[src/hw/rtl/mhpq_pkg.sv]
// ----------------------------------------------------------------------------
// mhpq_pkg
// Shared types and constants of the max-heap priority queue: result codes,
// field widths and the command and status words between controller and
// datapath.
// ----------------------------------------------------------------------------
package mhpq_pkg;

  localparam int PRIO_W     = 16;
  localparam int KIND_W     = 2;
  localparam int STATUS_W   = 3;
  localparam int PAY_PORT_W = 32;
  localparam int CAP_W      = 7;

  localparam logic [CAP_W-1:0]  CAP_RESET    = 7'd64;
  localparam logic [KIND_W-1:0] KIND_INVALID = 2'd2;
  localparam logic [PRIO_W-1:0] PRIO_EMPTY   = 16'hFFFF;

  typedef enum logic [STATUS_W-1:0] {
    ST_INSERTED  = 3'd0,
    ST_FULL      = 3'd1,
    ST_BADKIND   = 3'd2,
    ST_EXTRACTED = 3'd3,
    ST_EMPTY     = 3'd4
  } status_e;

  typedef enum logic {
    CMD_INSERT  = 1'b0,
    CMD_EXTRACT = 1'b1
  } command_e;

  // Commands from the controller to the datapath.
  typedef struct packed {
    logic    capture;
    logic    ins_start;
    logic    up_read;
    logic    up_move;
    logic    ext_read;
    logic    ext_load;
    logic    dn_read;
    logic    dn_move;
    logic    put_m;
    logic    emit;
    status_e emit_code;
  } dp_cmd_t;

  // Status from the datapath to the controller.
  typedef struct packed {
    logic is_extract;
    logic full;
    logic bad_kind;
    logic empty;
    logic at_root;
    logic up_win;
    logic dn_done;
  } dp_stat_t;

endpackage

[src/hw/rtl/mhpq_ctrl.sv]
// ----------------------------------------------------------------------------
// mhpq_ctrl
// Controller of the heap: decides each word, then steps the sift-up or
// sift-down level by level (read state, compare state) and issues the result.
// ----------------------------------------------------------------------------
module mhpq_ctrl (
  input  logic               clk_i,
  input  logic               rst_ni,
  input  logic               start,
  output logic               busy,
  input  mhpq_pkg::dp_stat_t stat_i,
  output mhpq_pkg::dp_cmd_t  cmd_o
);
  import mhpq_pkg::*;

  typedef enum logic [2:0] {
    S_IDLE,
    S_DECIDE,
    S_UP_RD,
    S_UP_CMP,
    S_EXT_LOAD,
    S_DN_RD,
    S_DN_CMP
  } state_e;

  state_e  state_q;
  state_e  state_d;
  logic    busy_q;
  dp_cmd_t cmd;

  always_comb begin
    state_d = state_q;
    cmd     = '0;
    case (state_q)
      S_IDLE: begin
        if (start && !busy_q) begin
          cmd.capture = 1'b1;
          state_d     = S_DECIDE;
        end
      end
      S_DECIDE: begin
        if (stat_i.is_extract) begin
          if (stat_i.empty) begin
            cmd.emit      = 1'b1;
            cmd.emit_code = ST_EMPTY;
            state_d       = S_IDLE;
          end else begin
            cmd.ext_read = 1'b1;
            state_d      = S_EXT_LOAD;
          end
        end else if (stat_i.full) begin
          cmd.emit      = 1'b1;
          cmd.emit_code = ST_FULL;
          state_d       = S_IDLE;
        end else if (stat_i.bad_kind) begin
          cmd.emit      = 1'b1;
          cmd.emit_code = ST_BADKIND;
          state_d       = S_IDLE;
        end else begin
          cmd.ins_start = 1'b1;
          state_d       = S_UP_RD;
        end
      end
      S_UP_RD: begin
        if (stat_i.at_root) begin
          cmd.put_m     = 1'b1;
          cmd.emit      = 1'b1;
          cmd.emit_code = ST_INSERTED;
          state_d       = S_IDLE;
        end else begin
          cmd.up_read = 1'b1;
          state_d     = S_UP_CMP;
        end
      end
      S_UP_CMP: begin
        if (stat_i.up_win) begin
          cmd.up_move = 1'b1;
          state_d     = S_UP_RD;
        end else begin
          cmd.put_m     = 1'b1;
          cmd.emit      = 1'b1;
          cmd.emit_code = ST_INSERTED;
          state_d       = S_IDLE;
        end
      end
      S_EXT_LOAD: begin
        cmd.ext_load = 1'b1;
        state_d      = S_DN_RD;
      end
      S_DN_RD: begin
        cmd.dn_read = 1'b1;
        state_d     = S_DN_CMP;
      end
      S_DN_CMP: begin
        if (stat_i.dn_done) begin
          cmd.put_m     = 1'b1;
          cmd.emit      = 1'b1;
          cmd.emit_code = ST_EXTRACTED;
          state_d       = S_IDLE;
        end else begin
          cmd.dn_move = 1'b1;
          state_d     = S_DN_RD;
        end
      end
      default: begin
        state_d = S_IDLE;
      end
    endcase
  end

  always_ff @(posedge clk_i or negedge rst_ni) begin
    if (!rst_ni) begin
      state_q <= S_IDLE;
      busy_q  <= 1'b0;
    end else begin
      state_q <= state_d;
      busy_q  <= (state_d != S_IDLE);
    end
  end

  assign busy  = busy_q;
  assign cmd_o = cmd;

  a_busy_after_start: assert property (@(posedge clk_i) disable iff (!rst_ni)
    cmd.capture |=> busy_q)
    else $error("busy not raised after a word was taken");

  a_result_ends_work: assert property (@(posedge clk_i) disable iff (!rst_ni)
    $fell(busy_q) |-> $past(cmd.emit))
    else $error("work ended without a result");

  a_emit_to_idle: assert property (@(posedge clk_i) disable iff (!rst_ni)
    cmd.emit |=> (state_q == S_IDLE))
    else $error("controller did not return to idle after a result");

endmodule
[config.mk]
export PLATFORM = sky130hd
export DESIGN_NAME = mhpq_ctrl
export DESIGN_NICKNAME = d
export VERILOG_FILES = /design/src/hw/rtl/mhpq_pkg.sv /design/src/hw/rtl/mhpq_ctrl.sv
export SDC_FILE = /design/constraint.sdc
export NUM_CORES = 1
export LEC_CHECK = 0
export BUFFER_PORTS_ARGS = -buffer_cell sky130_fd_sc_hd__buf_2
export CAP_MARGIN = 5
export CELL_PAD_IN_SITES_DETAIL_PLACEMENT = 0
export CELL_PAD_IN_SITES_GLOBAL_PLACEMENT = 2
export CORE_ASPECT_RATIO = 1.25
export CORE_UTILIZATION = 18
export CTS_BUF_LIST = sky130_fd_sc_hd__clkbuf_2 sky130_fd_sc_hd__clkbuf_4 sky130_fd_sc_hd__clkbuf_8
export CTS_CLUSTER_SIZE = 24
export DETAILED_ROUTE_END_ITERATION = 8
export PLACE_DENSITY = 0.8
export SETUP_SLACK_MARGIN = 0.5
export SYNTH_ARGS = -nofsm -noshare
export SYNTH_HDL_FRONTEND = slang
export SYNTH_SLANG_ARGS = --single-unit
[constraint.sdc]
create_clock -name clk_i -period 1.45 [get_ports clk_i]
set_clock_uncertainty 0.1 [all_clocks]
set_input_delay 0.0725 -clock clk_i [delete_from_list [all_inputs] [get_ports clk_i]]
set_output_delay 0.0725 -clock clk_i [all_outputs]
set_load 0.02 [all_outputs]
==> out/summary.md <==
## Clocking
- **source-to-sink clock delay at the later pin of the worst-skew pair** 0.23 ns
- **CTS buffer count** 3
- **number of levels the H-tree was split into** 1
- **clock tree root buffer cell** sky130_fd_sc_hd__clkbuf_4
- **clock slew at the register clock pins of the worst setup and hold paths** 0.04 ns
- **deepest clock path buffer count** 2
- **CTS tree** built
- **TritonCTS Sinks** 4

## Synth
- **Post-Syn Nets** 56
- **cell taking the most area after synthesis** sky130_fd_sc_hd__dfrtp_1
- **main flop type after synthesis** sky130_fd_sc_hd__dfrtp_1
- **cell count after synthesis** 46
- **most common cell in the synthesized netlist** sky130_fd_sc_hd__nand2_1
- **average size of a mapped cell** 7.43 µm²
- **total number of yosys warnings** 0
- **distinct cell type count after synthesis** 21
- **count of flip-flops with a built-in enable after synthesis** 0
- **post-synthesis share of cell area spent on full adders, half adders and majority gates** 0%
- **area share of the largest cell type after synthesis** 29.3%
- **Post-synth ARST share** 100%
- **xor-xnor portion of the synthesized cell area** 0%
- **fraction of the yosys area taken by sequential cells** 29.3%
- **most numerous cell types in the synthesized netlist** sky130_fd_sc_hd__nand2_1 (8), sky130_fd_sc_hd__nor2_1 (5), sky130_fd_sc_hd__o21ai_0 (5)
- **Synth Area in Compound Gates** 17.9%
- **Area contributors post-synth** sky130_fd_sc_hd__dfrtp_1 (29%), sky130_fd_sc_hd__nand2_1 (8.8%), sky130_fd_sc_hd__o21ai_0 (7.3%), sky130_fd_sc_hd__nand2b_1 (5.5%), sky130_fd_sc_hd__nor2_1 (5.5%)
- **largest family of logic cells by synthesized area** simple AND/OR/NAND/NOR gates
- **post-synthesis share of cell area spent on and, or, nand and nor gates** 51.6%
- **number of flip-flops and latches in the synthesized netlist** 4
- **area of the mapped netlist** 342 µm²
- **share of synthesized area spent on multiplexers** 0%

## Worst setup path
- **element type at the critical path end** output port
- **r2r setup slk** -0.07 ns
- **endpoint required time on the critical path** 1.28 ns
- **largest driver fanout on the critical path** 8
- **classification of the worst setup path** flip-flop to output port
- **data arrival time of the worst path** 1.44 ns
- **startpoint kind of the worst setup timing path** flip-flop

## Detailed routing
- **routed length per instance** 10.8 µm
- **number of remaining DRC errors** 0
- **Post-DRT Antenna Nets** 0
- **total wire length** 1160 µm
- **1st-pass router iterations** 4
- **DRT iter0 DRCs** 2
- **Vias** 484
- **via count normalized by instance count** 4.52

## Floorplanning
- **floorplan die area** 2080 µm²
- **initial standard-cell utilization of the core** 19.3%
- **total number of placement rows** 17
- **core footprint** 1770 µm²
- **Top-Level Pins** 24
- **floorplan die width** 41.0 µm
- **Die Ht** 50.7 µm

## Timing
- **fraction of the cycle the final worst path needs** 111%
- **Least-Margin Pin Slew** 0.420 ns
- **Max Slew Vio Count** 0
- **Period minus WS final** 1.61 ns
- **final number of hold-violating endpoints** 0
- **Final Setup Violations** 12
- **unrepaired setup endpoints after global routing** yes
- **Worst Slack Setup Final** -0.158 ns
- **Worst Hold Margin** 0.0769 ns
- **highest achievable clock rate** 622 MHz
- **relative slew slack** 71.8%

## Global route
- **met2 track demand over resource** 20.1%
- **grt peak-use layer** met2
- **Overall Global Routing Usage** 13.7%
- **global-route wire length before repair** 1910 µm
- **GR Util met1** 16.3%
- **vias in the first global route** 483
- **maximum number of pins on one net before global-route repair** 9
- **remaining global-route overflow** 0
- **GR met3 Demand/Resource** 3.10%
- **number of antenna violations at the first check in global routing** 0

## Power and ir drop
- **Seq pwr share** 14.2%
- **power dissipated by switching net loads** 621 µW
- **power density over the cells** 1800 nW/µm²
- **total power** 1570 µW
- **internal power contribution** 949 µW
- **share of total power consumed by net switching** 39.6%
- **part of the power in the clock network** 8.8%
- **combinational share of power** 77.0%
- **leakage power summed over all cells** 0.000422 µW
- **worst voltage drop across the vdd grid** 0.951 mV

## Final layout
- **post-route standard cell area excluding fillers** 873 µm²
- **Finished Layout Cells** 107
- **Final Net Count** 100
- **fraction of layout cells with a size suffix above 1** 75.0%
- **count of antenna diodes in the layout** 0
- **Area growth, synth to finish** 156%
- **count of filler cells inserted in the layout** 174

## Outcome
- **run status** finished, violations left
- **failing checks** setup timing

## Placed design
- **GP Congestion** 0.806
- **HPWL after DPL** 802 µm
- **count of input and output buffers** 23
- **placed cell count** 96
- **placement-stage cell area** 597 µm²

## Run
- **count of maximum capacitance violations** 0

## Hold path
- **type of the most critical hold path** input pin to asynchronous set/reset pin

[stage by stage]
step / setup WS [ns] / setup TNS (ns) / utilization, %
after floorplan: -0.0676 / -0.0676 / -
after global placement: -0.0781 / -0.0781 / 33.8
after detailed placement: -0.0556 / -0.0556 / 33.8
after CTS: -0.187 / -0.844 / 44.0
after global routing: -0.229 / -1.67 / 49.5
final: -0.158 / -0.855 / 49.5
[cell families after synthesis]
family          Yosys count
buf+inv                   1
simple gates             32
flops                     4
compound gates            9
[layout make-up]
cell class	count	area (µm²)	share of cell area (%)
clock buffers	3	22.5	2.58
multi-input cells	41	358	41.0
flip-flops and latches	4	103	11.7
well taps	19	23.8	2.72
repair buffers	40	367	42.0
[timing repair]
action | 4_1_cts | 5_1_grt
hold endpoints to repair | 4 | 0
pin swaps | 11 | 7
endpoints found under the setup margin | 17 | 18
resized for setup | 35 | 18
hold buffers | 1 | 0
setup buffers | 4 | 3
cloned | 0 | 0
[routing by layer]
metal  share of wire, %  up-vias
met1                 40      221
li1                   -      247
met2                 56       16
met4                  0        0
met3                3.9        0
met5                  0        -
[cell usage in the layout (no fill, tap or decap), types with 2 or more instances in the layout]
cell type and instances:
sky130_fd_sc_hd__buf_2 9, sky130_fd_sc_hd__dfrtp_1 2, sky130_fd_sc_hd__dfrtp_2 2, sky130_fd_sc_hd__buf_4 7, sky130_fd_sc_hd__clkbuf_4 3, sky130_fd_sc_hd__buf_6 23
sky130_fd_sc_hd__nand2_4 2, sky130_fd_sc_hd__nand2_1 6, sky130_fd_sc_hd__nor2_4 4, sky130_fd_sc_hd__and2b_2 2, sky130_fd_sc_hd__nor2_1 2, sky130_fd_sc_hd__and3_4 3
sky130_fd_sc_hd__o21ai_2 2, sky130_fd_sc_hd__nand2b_4 2
[sequential cells by signal (all words and copies together), names as in the netlist]
| name | cells |
|---|---|
| state_q | 3 |
| busy | 1 |
[power by group through the flow]
stage                     clock network (µW)  logic [µW]  registers [µW]
after floorplan                            0         469             224
after global placement                     0         758             204
after detailed placement                   0         759             203
after CTS                                145        1010             206
after global routing                     155        1290             232
final                                    138        1210             223
[worst max-delay path, cell delays in order (launching register included)]
cell                       delay, ns
sky130_fd_sc_hd__dfrtp_1        0.38
sky130_fd_sc_hd__buf_6          0.15
sky130_fd_sc_hd__nand2b_4       0.14
sky130_fd_sc_hd__a21o_1         0.17
sky130_fd_sc_hd__a21boi_4       0.13
sky130_fd_sc_hd__or2_4          0.13
sky130_fd_sc_hd__buf_6          0.10
[final timing paths]
path | from | end | depth (start not counted)
min in group clk_i | stat_i[2] | state_q[1] | 4
min reg2reg | state_q[1] | state_q[0] | 2
max in group asynchronous | rst_ni | state_q[2] | 2
max | state_q[0] | cmd_o[3] | 6
max reg2reg | state_q[0] | busy | 5
min | rst_ni | state_q[0] | 2
Note: power is estimated with default switching activity, not from simulation.
